[src/design/ged_pkg.sv]
// ----------------------------------------------------------------------------
// ged_pkg: shared types and constants for the GPIO event debounce queue
// Action codes, configuration register indexes, controller states, and the
// command/status bundles passed between the controller and the datapath.
// ----------------------------------------------------------------------------
package ged_pkg;

    // Default sizes of the pin arrays and the event queue
    localparam int PIN_COUNT_DEF   = 8;
    localparam int QUEUE_DEPTH_DEF = 64;

    // Field widths
    localparam int ACTION_W   = 2;
    localparam int PIN_W      = 3;
    localparam int DEBOUNCE_W = 16;
    localparam int ACTIVE_W   = 4;
    localparam int FILL_OUT_W = 7;
    localparam int COUNT_W    = 32;
    localparam int CFG_IDX_W  = 1;

    // Register reset values
    localparam logic [DEBOUNCE_W-1:0] DEBOUNCE_RESET = 16'd50;
    localparam logic [ACTIVE_W-1:0]   ACTIVE_RESET   = 4'd8;

    // Request actions
    typedef enum logic [ACTION_W-1:0] {
        ACT_TICK  = 2'd0,
        ACT_EDGE  = 2'd1,
        ACT_POP   = 2'd2,
        ACT_CLEAR = 2'd3
    } t_action;

    // Configuration register indexes
    typedef enum logic [CFG_IDX_W-1:0] {
        CFG_DEBOUNCE = 1'b0,
        CFG_ACTIVE   = 1'b1
    } t_cfg_idx;

    // Controller states
    typedef enum logic {
        ST_IDLE = 1'b0,
        ST_EXEC = 1'b1
    } t_state;

    // Controller to datapath commands
    typedef struct packed {
        logic load_item;
        logic exec;
    } t_ctrl_cmd;

    // Datapath to controller status
    typedef struct packed {
        logic out_free;
    } t_ctrl_sts;

endpackage

[src/design/ged_ctrl.sv]
// ----------------------------------------------------------------------------
// ged_ctrl: request sequencer
// Takes one request, then applies it once the output
// register can take the result.
// ----------------------------------------------------------------------------
module ged_ctrl (
    input  logic              i_clk,
    input  logic              i_rst_n,
    input  logic              i_in_valid,
    output logic              o_in_stall,
    input  ged_pkg::t_ctrl_sts i_sts,
    output ged_pkg::t_ctrl_cmd o_cmd
);
    import ged_pkg::*;

    t_state r_state;
    t_state n_state;

    // State register
    always_ff @(posedge i_clk) begin
        if (!i_rst_n) begin
            r_state <= ST_IDLE;
        end else begin
            r_state <= n_state;
        end
    end

    // Next state
    always_comb begin
        n_state = r_state;
        case (r_state)
            ST_IDLE: begin
                if (i_in_valid) begin
                    n_state = ST_EXEC;
                end
            end
            ST_EXEC: begin
                if (i_sts.out_free) begin
                    n_state = ST_IDLE;
                end
            end
            default: n_state = ST_IDLE;
        endcase
    end

    // Outputs
    always_comb begin
        o_in_stall      = 1'b1;
        o_cmd.load_item = 1'b0;
        o_cmd.exec      = 1'b0;
        case (r_state)
            ST_IDLE: begin
                o_in_stall      = 1'b0;
                o_cmd.load_item = i_in_valid;
            end
            ST_EXEC: begin
                o_cmd.exec = i_sts.out_free;
            end
            default: ;
        endcase
    end

endmodule

[src/design/ged_datapath.sv]
// ----------------------------------------------------------------------------
// ged_datapath: debounce state, counters, event queue and result register
// Holds per-pin lockouts and edge counts, the edge total, the event memory
// with its pointers, the configuration registers and the output register.
// ----------------------------------------------------------------------------
module ged_datapath #(
    parameter int PIN_COUNT   = ged_pkg::PIN_COUNT_DEF,
    parameter int QUEUE_DEPTH = ged_pkg::QUEUE_DEPTH_DEF
) (
    input  logic                               i_clk,
    input  logic                               i_rst_n,
    input  ged_pkg::t_ctrl_cmd                 i_cmd,
    output ged_pkg::t_ctrl_sts                 o_sts,
    input  logic [ged_pkg::ACTION_W-1:0]       i_action,
    input  logic [ged_pkg::PIN_W-1:0]          i_pin,
    input  logic                               i_cfg_we,
    input  logic [ged_pkg::CFG_IDX_W-1:0]      i_cfg_index,
    input  logic [ged_pkg::DEBOUNCE_W-1:0]     i_cfg_data,
    output logic                               o_out_valid,
    input  logic                               i_out_stall,
    output logic                               o_accepted,
    output logic                               o_dropped,
    output logic                               o_popped_valid,
    output logic [ged_pkg::PIN_W-1:0]          o_popped_pin,
    output logic [ged_pkg::FILL_OUT_W-1:0]     o_queue_fill,
    output logic [ged_pkg::COUNT_W-1:0]        o_total_count,
    output logic [ged_pkg::COUNT_W-1:0]        o_pin_count
);
    import ged_pkg::*;

    localparam int PIN_IW = (PIN_COUNT > 1) ? $clog2(PIN_COUNT) : 1;
    localparam int QW     = $clog2(QUEUE_DEPTH);
    localparam int FW     = $clog2(QUEUE_DEPTH + 1);

    // Configuration
    logic [DEBOUNCE_W-1:0] r_debounce;
    logic [ACTIVE_W-1:0]   r_active;

    // Captured request
    t_action           r_action;
    logic [PIN_W-1:0]  r_pin;

    // Debounce and counting state
    logic [DEBOUNCE_W-1:0] r_lockout [PIN_COUNT];
    logic [DEBOUNCE_W-1:0] n_lockout [PIN_COUNT];
    logic [COUNT_W-1:0]    r_count   [PIN_COUNT];
    logic [COUNT_W-1:0]    n_count   [PIN_COUNT];
    logic [COUNT_W-1:0]    r_total;
    logic [COUNT_W-1:0]    n_total;

    // Event queue
    logic [PIN_W-1:0] r_event_mem [QUEUE_DEPTH];
    logic [PIN_W-1:0] r_rd_data;
    logic [QW-1:0]    r_wr_ptr;
    logic [QW-1:0]    n_wr_ptr;
    logic [QW-1:0]    r_rd_ptr;
    logic [QW-1:0]    n_rd_ptr;
    logic [FW-1:0]    r_fill;
    logic [FW-1:0]    n_fill;
    logic             wr_en;

    // Output register
    logic                  r_out_valid;
    logic                  r_accepted;
    logic                  r_dropped;
    logic                  r_popped_valid;
    logic [PIN_W-1:0]      r_popped_pin;
    logic [FILL_OUT_W-1:0] r_queue_fill;
    logic [COUNT_W-1:0]    r_total_count;
    logic [COUNT_W-1:0]    r_pin_count;

    // Step results
    logic                  n_accepted;
    logic                  n_dropped;
    logic                  n_popped_valid;
    logic [PIN_W-1:0]      n_popped_pin;
    logic                  push;

    // Pin decode
    logic [PIN_IW+PIN_W-1:0]      pin_ext;
    logic [PIN_IW-1:0]            pin_idx;
    logic                         pin_ok;
    logic                         pin_active;
    logic                         edge_ok;
    logic                         full;
    logic [FW+FILL_OUT_W-1:0]     fill_ext;

    assign pin_ext    = {{PIN_IW{1'b0}}, r_pin};
    assign pin_idx    = pin_ext[PIN_IW-1:0];
    assign pin_ok     = pin_ext < (PIN_IW + PIN_W)'(PIN_COUNT);
    assign pin_active = {1'b0, r_pin} < r_active;
    assign edge_ok    = pin_ok && pin_active && (r_lockout[pin_idx] == '0);
    assign full       = r_fill == FW'(QUEUE_DEPTH);

    assign o_sts.out_free = !r_out_valid || !i_out_stall;

    // Configuration writes
    always_ff @(posedge i_clk) begin
        if (!i_rst_n) begin
            r_debounce <= DEBOUNCE_RESET;
            r_active   <= ACTIVE_RESET;
        end else if (i_cfg_we) begin
            case (t_cfg_idx'(i_cfg_index))
                CFG_DEBOUNCE: r_debounce <= i_cfg_data;
                CFG_ACTIVE:   r_active   <= i_cfg_data[ACTIVE_W-1:0];
                default: ;
            endcase
        end
    end

    // Capture the request
    always_ff @(posedge i_clk) begin
        if (i_cmd.load_item) begin
            r_action <= t_action'(i_action);
            r_pin    <= i_pin;
        end
    end

    // Apply the request to the state
    always_comb begin
        n_lockout      = r_lockout;
        n_count        = r_count;
        n_total        = r_total;
        n_wr_ptr       = r_wr_ptr;
        n_rd_ptr       = r_rd_ptr;
        n_fill         = r_fill;
        n_accepted     = 1'b0;
        n_dropped      = 1'b0;
        n_popped_valid = 1'b0;
        n_popped_pin   = '0;
        push           = 1'b0;
        case (r_action)
            ACT_TICK: begin
                for (int i = 0; i < PIN_COUNT; i++) begin
                    if (r_lockout[i] != '0) begin
                        n_lockout[i] = r_lockout[i] - DEBOUNCE_W'(1);
                    end
                end
            end
            ACT_EDGE: begin
                if (edge_ok) begin
                    n_accepted         = 1'b1;
                    n_lockout[pin_idx] = r_debounce;
                    n_count[pin_idx]   = r_count[pin_idx] + COUNT_W'(1);
                    n_total            = r_total + COUNT_W'(1);
                    if (!full) begin
                        push     = 1'b1;
                        n_wr_ptr = (r_wr_ptr == QW'(QUEUE_DEPTH - 1)) ? '0
                                                                      : r_wr_ptr + QW'(1);
                        n_fill   = r_fill + FW'(1);
                    end else begin
                        n_dropped = 1'b1;
                    end
                end
            end
            ACT_POP: begin
                if (r_fill != '0) begin
                    n_popped_valid = 1'b1;
                    n_popped_pin   = r_rd_data;
                    n_rd_ptr       = (r_rd_ptr == QW'(QUEUE_DEPTH - 1)) ? '0
                                                                        : r_rd_ptr + QW'(1);
                    n_fill         = r_fill - FW'(1);
                end
            end
            ACT_CLEAR: begin
                n_wr_ptr = '0;
                n_rd_ptr = '0;
                n_fill   = '0;
                n_total  = '0;
            end
            default: ;
        endcase
    end

    assign wr_en    = i_cmd.exec && push;
    assign fill_ext = {{FILL_OUT_W{1'b0}}, n_fill};

    // Commit state updates
    always_ff @(posedge i_clk) begin
        if (!i_rst_n) begin
            for (int i = 0; i < PIN_COUNT; i++) begin
                r_lockout[i] <= '0;
                r_count[i]   <= '0;
            end
            r_total  <= '0;
            r_wr_ptr <= '0;
            r_rd_ptr <= '0;
            r_fill   <= '0;
        end else if (i_cmd.exec) begin
            r_lockout <= n_lockout;
            r_count   <= n_count;
            r_total   <= n_total;
            r_wr_ptr  <= n_wr_ptr;
            r_rd_ptr  <= n_rd_ptr;
            r_fill    <= n_fill;
        end
    end

    // Event memory: write on push, read the head every cycle
    always_ff @(posedge i_clk) begin
        if (wr_en) begin
            r_event_mem[r_wr_ptr] <= r_pin;
        end
        r_rd_data <= r_event_mem[r_rd_ptr];
    end

    // Output valid: set on a new result, drop once taken
    always_ff @(posedge i_clk) begin
        if (!i_rst_n) begin
            r_out_valid <= 1'b0;
        end else if (i_cmd.exec) begin
            r_out_valid <= 1'b1;
        end else if (!i_out_stall) begin
            r_out_valid <= 1'b0;
        end
    end

    // Output payload
    always_ff @(posedge i_clk) begin
        if (i_cmd.exec) begin
            r_accepted     <= n_accepted;
            r_dropped      <= n_dropped;
            r_popped_valid <= n_popped_valid;
            r_popped_pin   <= n_popped_pin;
            r_queue_fill   <= fill_ext[FILL_OUT_W-1:0];
            r_total_count  <= n_total;
            r_pin_count    <= pin_ok ? n_count[pin_idx] : '0;
        end
    end

    assign o_out_valid    = r_out_valid;
    assign o_accepted     = r_accepted;
    assign o_dropped      = r_dropped;
    assign o_popped_valid = r_popped_valid;
    assign o_popped_pin   = r_popped_pin;
    assign o_queue_fill   = r_queue_fill;
    assign o_total_count  = r_total_count;
    assign o_pin_count    = r_pin_count;

endmodule

[src/design/gpio_event_debounce_fifo.sv]
// ----------------------------------------------------------------------------
// gpio_event_debounce_fifo: per-pin edge debounce with an event queue
// Requests (i_action, i_pin) arrive on a valid/stall channel: tick, edge,
// pop or clear. Each request yields one result on the output valid/stall
// channel: accept/drop flags, popped pin, queue fill, total and pin counts.
// An item passes the accept state, then the update state set by the
// sequencer, which uses the registered read of the event memory; the result
// is then registered. No new request is taken until the update is applied.
// The next request is taken while a result waits in the output register;
// if the receiver stalls, the update of that request waits and o_in_stall
// stays high until the pending result is taken.
// Configuration: i_cfg_valid/o_cfg_ready with i_cfg_index (0 debounce time,
// 1 active pin count) and i_cfg_data; ready is always high. Write only when
// idle.
// Synchronous active-low reset clears lockouts, counts, queue pointers and
// fill, and loads a debounce time of 50 ticks and 8 active pins. Queue
// contents are not cleared; only entries counted in the fill are ever read.
// ----------------------------------------------------------------------------
module gpio_event_debounce_fifo #(
    parameter int PIN_COUNT   = ged_pkg::PIN_COUNT_DEF,
    parameter int QUEUE_DEPTH = ged_pkg::QUEUE_DEPTH_DEF
) (
    input  logic                           i_clk,
    input  logic                           i_rst_n,
    input  logic                           i_in_valid,
    output logic                           o_in_stall,
    input  logic [ged_pkg::ACTION_W-1:0]   i_action,
    input  logic [ged_pkg::PIN_W-1:0]      i_pin,
    input  logic                           i_cfg_valid,
    output logic                           o_cfg_ready,
    input  logic [ged_pkg::CFG_IDX_W-1:0]  i_cfg_index,
    input  logic [ged_pkg::DEBOUNCE_W-1:0] i_cfg_data,
    output logic                           o_out_valid,
    input  logic                           i_out_stall,
    output logic                           o_accepted,
    output logic                           o_dropped,
    output logic                           o_popped_valid,
    output logic [ged_pkg::PIN_W-1:0]      o_popped_pin,
    output logic [ged_pkg::FILL_OUT_W-1:0] o_queue_fill,
    output logic [ged_pkg::COUNT_W-1:0]    o_total_count,
    output logic [ged_pkg::COUNT_W-1:0]    o_pin_count
);
    import ged_pkg::*;

    t_ctrl_cmd cmd;
    t_ctrl_sts sts;

    assign o_cfg_ready = 1'b1;

    // Request sequencer
    ged_ctrl u_ctrl (
        .i_clk      (i_clk),
        .i_rst_n    (i_rst_n),
        .i_in_valid (i_in_valid),
        .o_in_stall (o_in_stall),
        .i_sts      (sts),
        .o_cmd      (cmd)
    );

    // State, queue and result register
    ged_datapath #(
        .PIN_COUNT   (PIN_COUNT),
        .QUEUE_DEPTH (QUEUE_DEPTH)
    ) u_datapath (
        .i_clk          (i_clk),
        .i_rst_n        (i_rst_n),
        .i_cmd          (cmd),
        .o_sts          (sts),
        .i_action       (i_action),
        .i_pin          (i_pin),
        .i_cfg_we       (i_cfg_valid),
        .i_cfg_index    (i_cfg_index),
        .i_cfg_data     (i_cfg_data),
        .o_out_valid    (o_out_valid),
        .i_out_stall    (i_out_stall),
        .o_accepted     (o_accepted),
        .o_dropped      (o_dropped),
        .o_popped_valid (o_popped_valid),
        .o_popped_pin   (o_popped_pin),
        .o_queue_fill   (o_queue_fill),
        .o_total_count  (o_total_count),
        .o_pin_count    (o_pin_count)
    );

endmodule
[config.mk]
export PLATFORM = sky130hd
export DESIGN_NAME = gpio_event_debounce_fifo
export DESIGN_NICKNAME = d
export VERILOG_FILES = /design/src/design/ged_pkg.sv /design/src/design/ged_ctrl.sv /design/src/design/ged_datapath.sv /design/src/design/gpio_event_debounce_fifo.sv
export SDC_FILE = /design/constraint.sdc
export NUM_CORES = 2
export LEC_CHECK = 0
export ABC_AREA = 1
export BUFFER_PORTS_ARGS = -buffer_cell sky130_fd_sc_hd__buf_2
export CORE_MARGIN = 2
export CORE_UTILIZATION = 40
export DETAILED_ROUTE_END_ITERATION = 16
export SLEW_MARGIN = 0
export SYNTH_ARGS = -nofsm -noshare
export SYNTH_HDL_FRONTEND = slang
export SYNTH_SLANG_ARGS = --single-unit
[constraint.sdc]
create_clock -name i_clk -period 5.4 [get_ports i_clk]
set_input_delay 1.08 -clock i_clk [delete_from_list [all_inputs] [get_ports i_clk]]
set_output_delay 1.08 -clock i_clk [all_outputs]
set_load 0.05 [all_outputs]
After elaboration in Yosys (flattened, before gate mapping)
Memories as Yosys holds them, arrays and structs flattened. A register that Yosys moved wholly into a read port is not among the register bits.
Index checks and enable logic that the tools add are counted.

word-level totals
  output and inout bits = 80
  RAM bits = 192
  word-level logic and storage cells = 164
  bits of input ports = 27
  memories = 1
  register bits = 539
  memory bits (read-only) = 0
  latch bits = 0

operators by class
  reduce and logical (&&, ||, !) cells = 35
  equal/unequal tests = 18
  order comparisons = 4
  add/subtract/negate cells = 14
  multiply operators = 0
  multiplexer cells = 56
  shifts and indexed selects = 0
  divide/modulo/power cells = 0
  bitwise operators = 3

memories
  name                    words  bits a word  rd ports  clocked after Yosys merged registers in  wr ports  line                text
  u_datapath.r_event_mem  64     3            1         1                                        1         ged_datapath.sv:52  logic [PIN_W-1:0] r_event_mem [QUEUE_DEPTH];

operators with widths
  kind                                                   count
  2-to-1 mux 256 bit                                     2
  bitwise mux 256 bit                                    1
  one-hot mux 128 bit (2 select lines)                   1
  binary-select mux 32 bit (select 3 bit)                2
  2-to-1 mux 32 bit                                      6
  2-to-1 mux 16 bit                                      11
  bitwise mux 128 bit                                    1
  2-to-1 mux 128 bit                                     1
  nonzero test 16 bit                                    8
  subtractor 16 x 1 -> 16 bit, second input constant     8
  demux 32 bit (select 3 bit)                            1
  adder 32 x 1 -> 32 bit, second input constant          2
  one-hot mux 32 bit (2 select lines)                    1
  binary-select mux 16 bit (select 3 bit)                1
  demux 16 bit (select 3 bit)                            1
  AND reduction 4 bit                                    9
  2-to-1 mux 6 bit                                       5
  one-hot mux 6 bit (2 select lines)                     2
  inequality test 2 x 1 -> 1 bit, second input constant  11
  2-to-1 mux 7 bit                                       3
  one-hot mux 7 bit (3 select lines)                     1
  zero test 16 bit                                       1
  2-to-1 mux 1 bit                                       15
  adder 6 x 1 -> 6 bit, second input constant            2
  other kinds (22)                                       34

Logic depth before layout (Yosys ltp)
  depth in word-level cells = 11
  gate-level depth with buffers = 22
  mapped depth without buffers = 19

Cells and area by module
A second synthesis with hierarchy kept.

unflattened totals
  cells, all modules = 6204
  area total of the unflattened synthesis = 42423.2 µm²

by module, submodules not included
  module                    cells each  instances  area an instance (µm²)  seq. area each (µm²)
  ged_datapath              6194        1          42363.1                 17416.7
  ged_ctrl                  8           1          48.8                    20.0
  gpio_event_debounce_fifo  2           1          11.3                    0.0

Worst setup path after synthesis
OpenSTA, ideal clock, no wires.

  path kind = input to register
  from = input port i_out_stall
  to = register u_datapath.r_count[100] (netlist name)
  data required time = 5.263 ns
  slack = 1.270 ns
  stages = 8
  library setup time = 0.137 ns
  arrival = 3.993 ns
  path buffers = 2
  path through = nand2_1 nand2_1 inv_1 nor2_1 inv_1 clkbuf_1 clkbuf_1 o22ai_1

RTL lines
  what                  line                            text
  from (decl)           gpio_event_debounce_fifo.sv:34  input logic i_out_stall,
  to (signal assigned)  ged_datapath.sv:191             r_count <= n_count;
  to (decl)             ged_datapath.sv:46              logic [COUNT_W-1:0] r_count [PIN_COUNT];

Worst setup path after layout
  from = register u_datapath.r_pin[2], in the netlist u_datapath.pin_idx[2]
  to = register u_datapath.r_pin_count[12], in the netlist u_datapath.o_pin_count[12], data pin

on the way
  cells in the longest elaborated chain, start to end = 11
  elaborated cells between the ends (all ways) = 24
  classes of those cells = add/sub (1); order compare (4); mux (14); bitwise (1); reduce/logical (4)

RTL lines
  what                                                                          line                                                          text
  from (decl)                                                                   ged_datapath.sv:41                                            logic [PIN_W-1:0] r_pin;
  from (signal assigned)                                                        ged_datapath.sv:115                                           r_pin <= i_pin;
  inverter 3 -> 4 bit (not written as such)                                     ged_datapath.sv:92, ged_datapath.sv:144, ged_datapath.sv:227
  binary-select mux 32 bit (select 3 bit), or another cell as far along         ged_datapath.sv:144                                           n_count[pin_idx] = r_count[pin_idx] + COUNT_W'(1);
  2-to-1 mux 32 bit (not written as such), or another cell as far along         ged_datapath.sv:144
  2-to-1 mux 32 bit (not written as such) or 2-to-1 mux 16 bit (tied branches)  ged_datapath.sv:144, ged_datapath.sv:92
  adder 32 x 1 -> 32 bit, or another cell as far along                          ged_datapath.sv:144
  bitwise mux 256 bit or logical AND 1 bit (tied branches)                      ged_datapath.sv:144, ged_datapath.sv:92
  2-to-1 mux 256 bit                                                            ged_datapath.sv:141                                           if (edge_ok) begin
  2-to-1 mux 256 bit                                                            ged_datapath.sv:132                                           case (r_action)
  binary-select mux 32 bit (select 3 bit)                                       ged_datapath.sv:227                                           r_pin_count <= pin_ok ? n_count[pin_idx] : '0;
  2-to-1 mux 32 bit (not written as such) (2 in series)                         ged_datapath.sv:227
  to (signal assigned)                                                          ged_datapath.sv:227
  to (decl)                                                                     ged_datapath.sv:70                                            logic [COUNT_W-1:0] r_pin_count;

Several ways; a longest one is shown, not always the timed one. The select of a mux whose other input is x is not followed.
A chain may end at the register's enable or synchronous reset.

==> flow_summary.ini <==
[synthesis]
synth-seq-cells = 734
yosysUniqueCellTypes = 44
synthesis.nets = 5728
syn_avg_cell_area_sq_um = 7.03
part_of_the_yosys_area_used_for_sequential_elements_pct = 43.6
synth_top_cell_by_area = sky130_fd_sc_hd__dfxtp_1
warnings_synthesis = 0
yosys-top-cells-area = sky130_fd_sc_hd__dfxtp_1, sky130_fd_sc_hd__edfxtp_1, sky130_fd_sc_hd__nand2_1, sky130_fd_sc_hd__nand3_1, sky130_fd_sc_hd__o21ai_0
synthXorXnorAreaFrac_pct = 2.04
post_synth_fa_ha_maj_area_fraction_pct = 0.501
synth_mux_area_share_pct = 0
dominant_combinational_cell_family_by_area_after_synthesis = simple AND/OR/NAND/NOR gates
fraction_of_the_mapped_netlist_area_in_compound_gates_pct = 16.3
synth.top_cell.area_share_pct = 23.0
yosys-top-cells-count = sky130_fd_sc_hd__nand2_1, sky130_fd_sc_hd__nand3_1, sky130_fd_sc_hd__o21ai_0
synth-async-reset-ratio_pct = 0
synth_edf_count = 274
post_synth_inst_count = 5685
post_synth_and_or_nand_nor_area_fraction_pct = 29.3
ys.flop_type = sky130_fd_sc_hd__dfxtp_1
most_used_standard_cell_by_instance_count_after_synthesis = sky130_fd_sc_hd__nand2_1
synthesis.area_sq_um = 40000

[floorplanning]
die_h_um = 320
die_x_um = 320
floorplan.die_area_sq_um = 103000
core_sq_um = 98700
floorplan.initialDensity_pct = 40.5
ios = 107
placement_rows = 115

[cells_and_area]
final_net_count = 5677
final_design_area_no_fill_sq_um = 44600
drive_above_1_share_pct = 6.49
final-instance-count-excl-fill = 6994
layout_overhead_on_the_synthesized_area_pct = 11.5
final_core_utilization_pct = 45.2

[timing]
timing_worst_slew_pin_value_ns = 1.31
fin_crit_ns = 4.68
unrepaired_setup_endpoints_after_global_routing = no
fin_crit_sh_pct = 86.6
final_max_slew_viol_count = 0
timing.setup.tns_ns = 0
timing_hold_violations_final = 0
setup_viol_count_final = 0
fmaxAchievable_ghz = 0.214
worst_slew_margin_rel_pct = 12.5
clock-skew-final_ns = 0.0362

[worst_hold_path]
holdCritPathClass = reg -> reg

[grt]
grt_max_degree = 203
groute.usage.overall_pct = 26.6
grt_remaining_overflow = 0
grt_antenna_before_repair = 4
grt_pass1_vias = 36430
wire_length_of_the_first_global_routing_pass_mm = 214

[critical_path]
timing.setup.critical_path_class = reg -> reg
setup.worst_path.start_class = register
cpMostUsedCell = sky130_fd_sc_hd__nand2_1
path_buf_inv = 3
worstPathMaxFanout = 24
crit_path_cell_trace = buf_4 > nand2_1 > inv_1 > o211ai_1 > nand2_1 > inv_1 > nand2_1 > ha_1 > nand3_1 > nor2_1 > nand2_1 > xor2_1 > nand2_1 > o211ai_1 > nand2_1 > nor2_1 > nand2_1
cpPeakStageDelay_ns = 0.72
worst_path_dominant_cell_family = simple AND/OR/NAND/NOR gates
worstSetupEndpointType = register
timing.critical_path.required_ns = 5.81
worstPathArrival_ns = 5.09
cpMaxStageDelayCell = sky130_fd_sc_hd__xor2_1

[routing]
drt_drc_violations_left = 0
detail_route.iter0.violations = 4699
wl_per_cell_um = 20.1
routed_wirelength_mm = 141
postRouteAntennaNets = 0
firstDrtPassIters = 8
vias = 39731
vias_per_cell = 5.68

[place]
dpl.hpwl_mm = 86.8
gp_routability_congestion = 0.927
placed_cells_incl_taps = 6834
port_buffers = 105
postPlaceCellArea_sq_um = 41700

[cts]
clock-root-buffer = sky130_fd_sc_hd__clkbuf_16
cts-hold-fix-buffers = 0
ctsResizeCount = 0
clock_tree.buffer_depth = 3
cts_tree = built
clkSlewWorstSetupHoldPaths_ns = 0.06
h-tree-depth = 3
insertion_delay_ns = 0.68
cts_sinks = 734
post_cts_repair_setup_buffers = 0
cts_inserted_buffers = 85

[power]
cellPowerDensity_nw_per_um2 = 313
ir_drop_v = 0.000226
design_power_total_mw = 14.0
p_leak_nw = 18.2

[flow_run]
cap_violations = 0

[run_status]
outcome = complete, no violations
## logic make-up after synthesis
group	Yosys count
AND/OR/NAND/NOR	2823
AO/OA/AOI/OAI	1172
flip-flops	734
buffers and inverters	846
XOR/XNOR	93
other	1
adder cells (fa/ha/maj)	16
## cell type report
type	instances	area [sq um]
Clock inverter	31	358
Clock buffer	127	2540
Fill cell	9996	54100
Multi-Input combinational cell	4105	19400
Tap cell	1287	1610
Inverter	525	1980
Antenna cell	2	5.00
Timing Repair Buffer	183	1290
Sequential cell	734	17400
## cells in the final DEF (no fill, tap or decap), drive strengths merged, types with 107 or more instances in the layout
cell type,count
a21oi,207
buf,183
clkbuf,127
dfxtp,460
edfxtp,274
inv,524
nand2,1521
nand3,663
nor2,529
o21ai,668
o22ai,107
## registers in the layout, summed over array words and instances, names as in the netlist, 16 cells and up
name and cells:
u_datapath.r_lockout 128, u_datapath.o_pin_count 32, u_datapath.r_total 32, u_datapath.r_event_mem 192
u_datapath.r_debounce 16, u_datapath.r_count 256, u_datapath.o_total_count 32
## layer usage
metal / GRT usage [%] / wire length [um]
met5: 0 / 13
met2: 41.7 / 62100
met4: 9.30 / 4590
met3: 4.20 / 12800
met1: 37.0 / 61200
## worst register-to-register path, cell delays in order, from the launching register on
cell	delay (ns)
sky130_fd_sc_hd__edfxtp_1	0.37
sky130_fd_sc_hd__buf_4	0.43
sky130_fd_sc_hd__nand2_1	0.26
sky130_fd_sc_hd__inv_1	0.64
sky130_fd_sc_hd__o211ai_1	0.18
sky130_fd_sc_hd__nand2_1	0.10
sky130_fd_sc_hd__inv_1	0.04
sky130_fd_sc_hd__nand2_1	0.10
sky130_fd_sc_hd__ha_1	0.23
sky130_fd_sc_hd__nand3_1	0.17
sky130_fd_sc_hd__nor2_1	0.42
sky130_fd_sc_hd__nand2_1	0.25
sky130_fd_sc_hd__xor2_1	0.72
sky130_fd_sc_hd__nand2_1	0.16
sky130_fd_sc_hd__o211ai_1	0.14
sky130_fd_sc_hd__nand2_1	0.09
sky130_fd_sc_hd__nor2_1	0.09
sky130_fd_sc_hd__nand2_1	0.05
## report_power, final
part | internal, mW | switching, mW
registers | 5.87 | 0.0915
clock network | 3.43 | 2.54
logic | 0.525 | 1.50
total | 9.83 | 4.13
## through the flow
stage,hold slack (ns),worst slack [ns]
2_1_floorplan,0.429,1.27
3_3_place_gp,0.445,1.02
3_5_place_dp,0.452,0.924
4_1_cts,0.463,0.913
5_1_grt,0.486,0.513
6_report,0.462,0.722
## worst paths after layout
check                                                           start                                     to  slack [ns]  depth (start not counted)
worst max-delay path                  u_datapath.pin_idx[2]$_DFFE_PP_   u_datapath.o_pin_count[12]$_DFFE_PP_        0.72                         17
worst min-delay path            u_datapath.r_debounce[3]$_SDFFE_PN0P_  u_datapath.r_debounce[3]$_SDFFE_PN0P_        0.46                          2
worst max register to register        u_datapath.pin_idx[2]$_DFFE_PP_   u_datapath.o_pin_count[12]$_DFFE_PP_        0.72                         17
worst min register to register  u_datapath.r_debounce[3]$_SDFFE_PN0P_  u_datapath.r_debounce[3]$_SDFFE_PN0P_        0.46                          2
No activity file was read; power rests on OpenSTA's default activity.
